[config.mk]
export PLATFORM = sky130hd
export DESIGN_NAME = spnp_ctrl
export DESIGN_NICKNAME = d
export VERILOG_FILES = /design/src/design/spnp_pkg.sv /design/src/design/spnp_ctrl.sv
export SDC_FILE = /design/constraint.sdc
export NUM_CORES = 1
export LEC_CHECK = 0
export BUFFER_PORTS_ARGS = -buffer_cell sky130_fd_sc_hd__buf_2
export CAP_MARGIN = 5
export CELL_PAD_IN_SITES_DETAIL_PLACEMENT = 1
export CELL_PAD_IN_SITES_GLOBAL_PLACEMENT = 2
export CORE_UTILIZATION = 28
export DETAILED_ROUTE_END_ITERATION = 10
export PLACE_DENSITY_LB_ADDON = 0.1
export SYNTH_ARGS = -nofsm -noshare
export SYNTH_HDL_FRONTEND = slang
export SYNTH_SLANG_ARGS = --single-unit
export TNS_END_PERCENT = 50
[constraint.sdc]
create_clock -name clk -period 2.5 [get_ports clk]
set_input_delay 0.375 -clock clk [delete_from_list [all_inputs] [get_ports clk]]
set_output_delay 0.375 -clock clk [all_outputs]
set_load 0.02 [all_outputs]
[src/design/spnp_pkg.sv]
// Package for the sphere projected nearest point block.
// Holds controller-to-datapath command and status types and fixed constants.
// No dependencies.
`default_nettype none

package spnp_pkg;

    localparam int CNT_W = 6;

    localparam logic CMD_LOAD  = 1'b0;
    localparam logic CMD_QUERY = 1'b1;

    typedef struct packed {
        logic       load;
        logic       capture;
        logic       sq;
        logic       root_init;
        logic       root_step;
        logic       proj;
        logic [1:0] axis;
        logic       scan_init;
        logic       scan_rd;
        logic       publish;
    } dp_cmd_t;

    typedef struct packed {
        logic count_zero;
        logic rd_last;
        logic pipe_busy;
    } dp_stat_t;

endpackage

`default_nettype wire

[src/design/spnp_ctrl.sv]
// Controller state machine: handles loads and sequences squaring, root, projection, scan and publish.
// Depends on spnp_pkg.
`default_nettype none

module spnp_ctrl #(
    parameter int COORD_BITS = 16
) (
    input  wire logic              clk,
    input  wire logic              rst_n,
    input  wire logic              in_valid,
    input  wire logic              cmd,
    output logic                   in_stall,
    output logic                   out_valid,
    input  wire logic              out_stall,
    input  wire spnp_pkg::dp_stat_t stat,
    output spnp_pkg::dp_cmd_t      dpcmd
);

    localparam logic [2:0] S_IDLE   = 3'd0;
    localparam logic [2:0] S_SQ     = 3'd1;
    localparam logic [2:0] S_ROOT   = 3'd2;
    localparam logic [2:0] S_PROJ   = 3'd3;
    localparam logic [2:0] S_SCAN   = 3'd4;
    localparam logic [2:0] S_DRAIN  = 3'd5;
    localparam logic [2:0] S_FINISH = 3'd6;

    logic [2:0]               state_reg, state_next;
    logic [spnp_pkg::CNT_W-1:0] cnt_reg, cnt_next;
    logic                     out_valid_reg, out_valid_next;

    assign in_stall  = (state_reg != S_IDLE);
    assign out_valid = out_valid_reg;

    always_comb
    begin
        state_next     = state_reg;
        cnt_next       = cnt_reg;
        out_valid_next = out_valid_reg && out_stall;
        dpcmd          = '0;
        case (state_reg)
            S_IDLE:
            begin
                if (in_valid)
                begin
                    if (cmd == spnp_pkg::CMD_LOAD)
                    begin
                        dpcmd.load = 1'b1;
                    end
                    else
                    begin
                        dpcmd.capture = 1'b1;
                        state_next    = S_SQ;
                        cnt_next      = '0;
                    end
                end
            end
            S_SQ:
            begin
                dpcmd.sq   = 1'b1;
                dpcmd.axis = cnt_reg[1:0];
                if (cnt_reg == spnp_pkg::CNT_W'(3))
                begin
                    state_next = S_ROOT;
                    cnt_next   = '0;
                end
                else
                begin
                    cnt_next = cnt_reg + 1'b1;
                end
            end
            S_ROOT:
            begin
                if (cnt_reg == '0)
                    dpcmd.root_init = 1'b1;
                else
                    dpcmd.root_step = 1'b1;
                if (cnt_reg == spnp_pkg::CNT_W'(COORD_BITS))
                begin
                    state_next = S_PROJ;
                    cnt_next   = '0;
                end
                else
                begin
                    cnt_next = cnt_reg + 1'b1;
                end
            end
            S_PROJ:
            begin
                dpcmd.proj = 1'b1;
                dpcmd.axis = cnt_reg[1:0];
                if (cnt_reg == spnp_pkg::CNT_W'(3))
                begin
                    dpcmd.scan_init = 1'b1;
                    state_next      = stat.count_zero ? S_FINISH : S_SCAN;
                end
                else
                begin
                    cnt_next = cnt_reg + 1'b1;
                end
            end
            S_SCAN:
            begin
                dpcmd.scan_rd = 1'b1;
                if (stat.rd_last)
                    state_next = S_DRAIN;
            end
            S_DRAIN:
            begin
                if (!stat.pipe_busy)
                    state_next = S_FINISH;
            end
            S_FINISH:
            begin
                if (!out_valid_reg || !out_stall)
                begin
                    dpcmd.publish  = 1'b1;
                    out_valid_next = 1'b1;
                    state_next     = S_IDLE;
                end
            end
            default:
            begin
                state_next = S_IDLE;
            end
        endcase
    end

    always_ff @(posedge clk or negedge rst_n)
    begin
        if (!rst_n)
        begin
            state_reg     <= S_IDLE;
            cnt_reg       <= '0;
            out_valid_reg <= 1'b0;
        end
        else
        begin
            state_reg     <= state_next;
            cnt_reg       <= cnt_next;
            out_valid_reg <= out_valid_next;
        end
    end

endmodule

`default_nettype wire

After elaboration in Yosys (flattened, before gate mapping)
Cells that the tools add are included.

Mux-type cells: 33. Equality and inequality tests: 17. Reductions and logical operators: 11. Add/subtract/negate cells: 1.

Operator list (number): 6-bit 2-to-1 mux (5); 3-bit 2-to-1 mux (8); 6-bit one-hot mux with 4 select lines (1); 3-bit one-hot mux with 7 select lines (1); 2-bit inequality test (second input constant) (9); 1-bit 2-to-1 mux (13); 2-bit 2-to-1 mux (5); 3-bit equality test (second input constant) (3); 8-bit AND reduction (1); 6-bit by 1-bit adder with 6-bit output (second input constant) (1); 3-bit by 2-bit equality test with 1-bit output (second input constant) (2); 6-bit by 2-bit equality test with 1-bit output (second input constant) (1); 6-bit by 5-bit equality test with 1-bit output (second input constant) (1); 6-bit logical NOT (1); 4-bit AND reduction (1); 4-bit nonzero test (1); 3-bit by 1-bit equality test with 1-bit output (second input constant) (1); 3-bit logical NOT (1); 3-bit nonzero test (1); 1-bit logical NOT (2); 2-bit OR reduction (1); 1-bit logical AND (1); 1-bit logical OR (1).

Input port bits: 8. Register bits after elaboration: 10.

Depth between registers and ports, before layout
Depth in word-level cells: 4. Gate-level depth with buffers: 6. Depth with buffers taken out: 6.

Worst setup path before layout
Ideal clock, no wire load.

Kind: flip-flop to output port. Start point: reg cnt_reg[0] in the netlist's numbering. End point: out dpcmd[2] in the netlist's numbering. Path slack: 0.370 ns. Arrival: 1.755 ns. Buffers on the path: 0. Stages on the path, launching flop included: 5. Path through: dfrtp_1 ha_1 or4b_4 nand2b_1 nor3_1.

RTL lines: start, declared (line spnp_ctrl.sv:28) `logic [spnp_pkg::CNT_W-1:0] cnt_reg, cnt_next;`; start signal, assigned (line spnp_ctrl.sv:139) `cnt_reg <= cnt_next;`; end, declared (line spnp_ctrl.sv:16) `output spnp_pkg::dp_cmd_t dpcmd`.

==> impl_metrics.yaml <==
logic_synthesis:
  synth_edf_count: 0
  yosysWarningCount: 0
  synthArstFlopShare: 1.00
  synth.top_cells.by_area: "dfrtp_1 (34%), nor2_1 (5.7%), nand2_1 (4.1%), or4b_4 (3.8%), xnor2_1 (3.6%)"
  synth_top_area_share: 0.342
  synth_commonest_cells: "nor2_1 (11), dfrtp_1 (10), nand2_1 (8)"
  synth_cells: 87
  syn_nets: 97
  synth_ff_type: "dfrtp_1"
  synth_cell_type_count: 33
  ys_seq_area_frac: 0.342
  synth-seq-cells: 10
  yosysMostFrequentCell: "nor2_1"
  synth_area_leader_cell: "dfrtp_1"
  postSynthAreaPerCell_um2: 8.40
  synthesis.area_um2: 731
placed_design:
  dp_hpwl_um: 1460
  gp_congestion: 0.713
  dpl_worst_slack_ns: 0.344
  port_buffers: 20
layout:
  final_nets: 119
  fillers: 322
  largest_reg_flops: 6
  drive_gt1_frac: 0.287
  antenna_cells: 0
  area_growth_pct: 24.7
worst_setup_path:
  cp_data_arrival_time_ns: 1.99
  critPathKind: "register to output pin"
  startpoint: "cnt_reg[0]$_DFFE_PN0P_"
  startpoint_type: "register"
  r2r_start: "cnt_reg[0]$_DFFE_PN0P_"
  end_kind: "output pin"
  crit_required_ns: 2.12
  crit_fanout: 5
power:
  powerDensity_nw_per_um2: 1240
  leakagePower_nw: 0.427
  power_mw: 1.13
  irDropWorstVdd_v: 0.000532
timing:
  tightest_slew_ns: 0.647
  final.setup.worst_slack_ns: 0.136
  clock_skew_ns: 0.000708
  post-route-min-period_ns: 2.36
  max_freq_mhz: 423
  setup-tns-final_ns: 0
  setup_viol: 0
  max-slew-margin-rel: 0.566
  hold_viol: 0
  finalCritPeriodShare: 0.945
  maxSlewViolCount: 0
  rsz0062_at_grt: "false"
global_routing:
  busiest_layer: "met2"
  grt_max_degree: 18
  gr-total-overflow: 0
  use_met2: 0.266
  use_met3: 0.0603
  grt_pass1_vias: 693
  antenna_found_initial: 0
  grt_pass1_wl_um: 3330
  gr-usage-met1: 0.219
  grt.total_usage: 0.173
outcome:
  violations: "design-rule violations"
  status: "complete, but fails checks"
die:
  die_h_um: 53.1
  boundaryPins: 21
  start_util: 0.295
  die_area_um2: 2820
  core_area_um2: 2480
  die_w_um: 53.1
  rows: 18
route:
  wl_per_cell_um: 14.7
  ant_nets: 0
  drc: 2
  dr.first_iter.drc_count: 6
  vias: 722
  totalWireLength_um: 2030
  dr.pass1.iters: 8
  viasPerCell: 5.23
clocking:
  clk_path_buf_depth: 2
  cts_sinks: 10
  cts-root-buf: "clkbuf_4"
  clkTransAtPathRegs_ns: 0.07
  cts_buffers: 3
  cts-htree-levels: 1
  cts_tree: "yes"
  clkLatencyLatePin_ns: 0.28
hold_path:
  worstHoldPathType: "primary input to register"
  min-delay-start: "out_stall"
job:
  drv_cap: 0
through the flow:
stage                     cells  area [um2]  hold slack, ns   util
after floorplan              87         731          0.0794      -
after global placement      133         857           0.261  0.346
after detailed placement    133         857           0.263  0.346
after CTS                   138         903           0.335  0.365
after global routing        138         911           0.362  0.368
final                       138         911           0.348  0.368
cell usage in the layout, fill, tap and decap left out, drive strengths merged, types with 2 or more instances in the layout:
cell type | synthesis | layout
nor2 | 11 | 11
nor2b | 3 | 3
nand2 | 8 | 8
o21ai | 4 | 4
a21o | 2 | 2
or3 | 2 | 2
clkbuf | 5 | 4
nor3b | 2 | 2
xnor2 | 3 | 3
or4b | 3 | 3
a21oi | 4 | 4
buf | 0 | 21
nand2b | 3 | 3
dfrtp | 10 | 10
inv | 5 | 5
ha | 2 | 2
nor4b | 2 | 2
nor3 | 4 | 4
area by class of cell:
cell class | instances | area [um2] | area share
timing repair buffer | 22 | 118 | 0.129
sequential | 10 | 250 | 0.275
inverter | 5 | 18.8 | 0.0206
tap | 30 | 37.5 | 0.0412
multi-input combinational | 67 | 450 | 0.495
clock buffer | 4 | 36.3 | 0.0398
worst max-delay path, cell delays in order (launching register included):
cell	delay (ns)
dfrtp_1	0.40
ha_1	0.23
or4b_4	0.48
nand2b_2	0.25
nor3_2	0.16
buf_2	0.19
final timing paths:
check                                      endpoint  slack (ns)  cells past startpoint
hold / removal                  out_valid$_DFF_PN0_        0.35                      3
setup / recovery                           dpcmd[2]        0.14                      5
hold reg to reg                 out_valid$_DFF_PN0_        0.52                      2
min in group asynchronous  state_reg[0]$_DFFE_PN0P_        0.49                      2
max in group asynchronous    cnt_reg[1]$_DFFE_PN0P_        1.81                      2
setup reg to reg             cnt_reg[5]$_DFFE_PN0P_        0.47                      5
kinds of logic after synthesis:
| family | share of synthesized area |
|---|---|
| adder cells (fa/ha/maj) | 0.0342 |
| AO/OA/AOI/OAI | 0.195 |
| flip-flops | 0.342 |
| AND/OR/NAND/NOR | 0.325 |
| multiplexers | 0.0154 |
| XOR/XNOR | 0.0360 |
| buffers and inverters | 0.0514 |
report_power, final:
part / total (mW) / internal [mW] / switching (mW)
logic: 0.635 / 0.265 / 0.370
clock network: 0.155 / 0.0887 / 0.0667
registers: 0.334 / 0.222 / 0.112
total: 1.13 / 0.576 / 0.549
timing repair:
item                                    in CTS  in global routing
hold buffers                                 1                  0
endpoints found under the hold margin       10                  0
buffers inserted                             0                  0
gates resized for setup                      0                  2
endpoints found under the setup margin       0                  1
metal layers:
| metal | wire, um | part of all wire |
|---|---|---|
| met5 | 0 | 0 |
| met4 | 8 | 0.0039 |
| met3 | 97 | 0.048 |
| met2 | 932 | 0.46 |
| met1 | 995 | 0.49 |
Note: power is estimated with default switching activity, not from simulation.
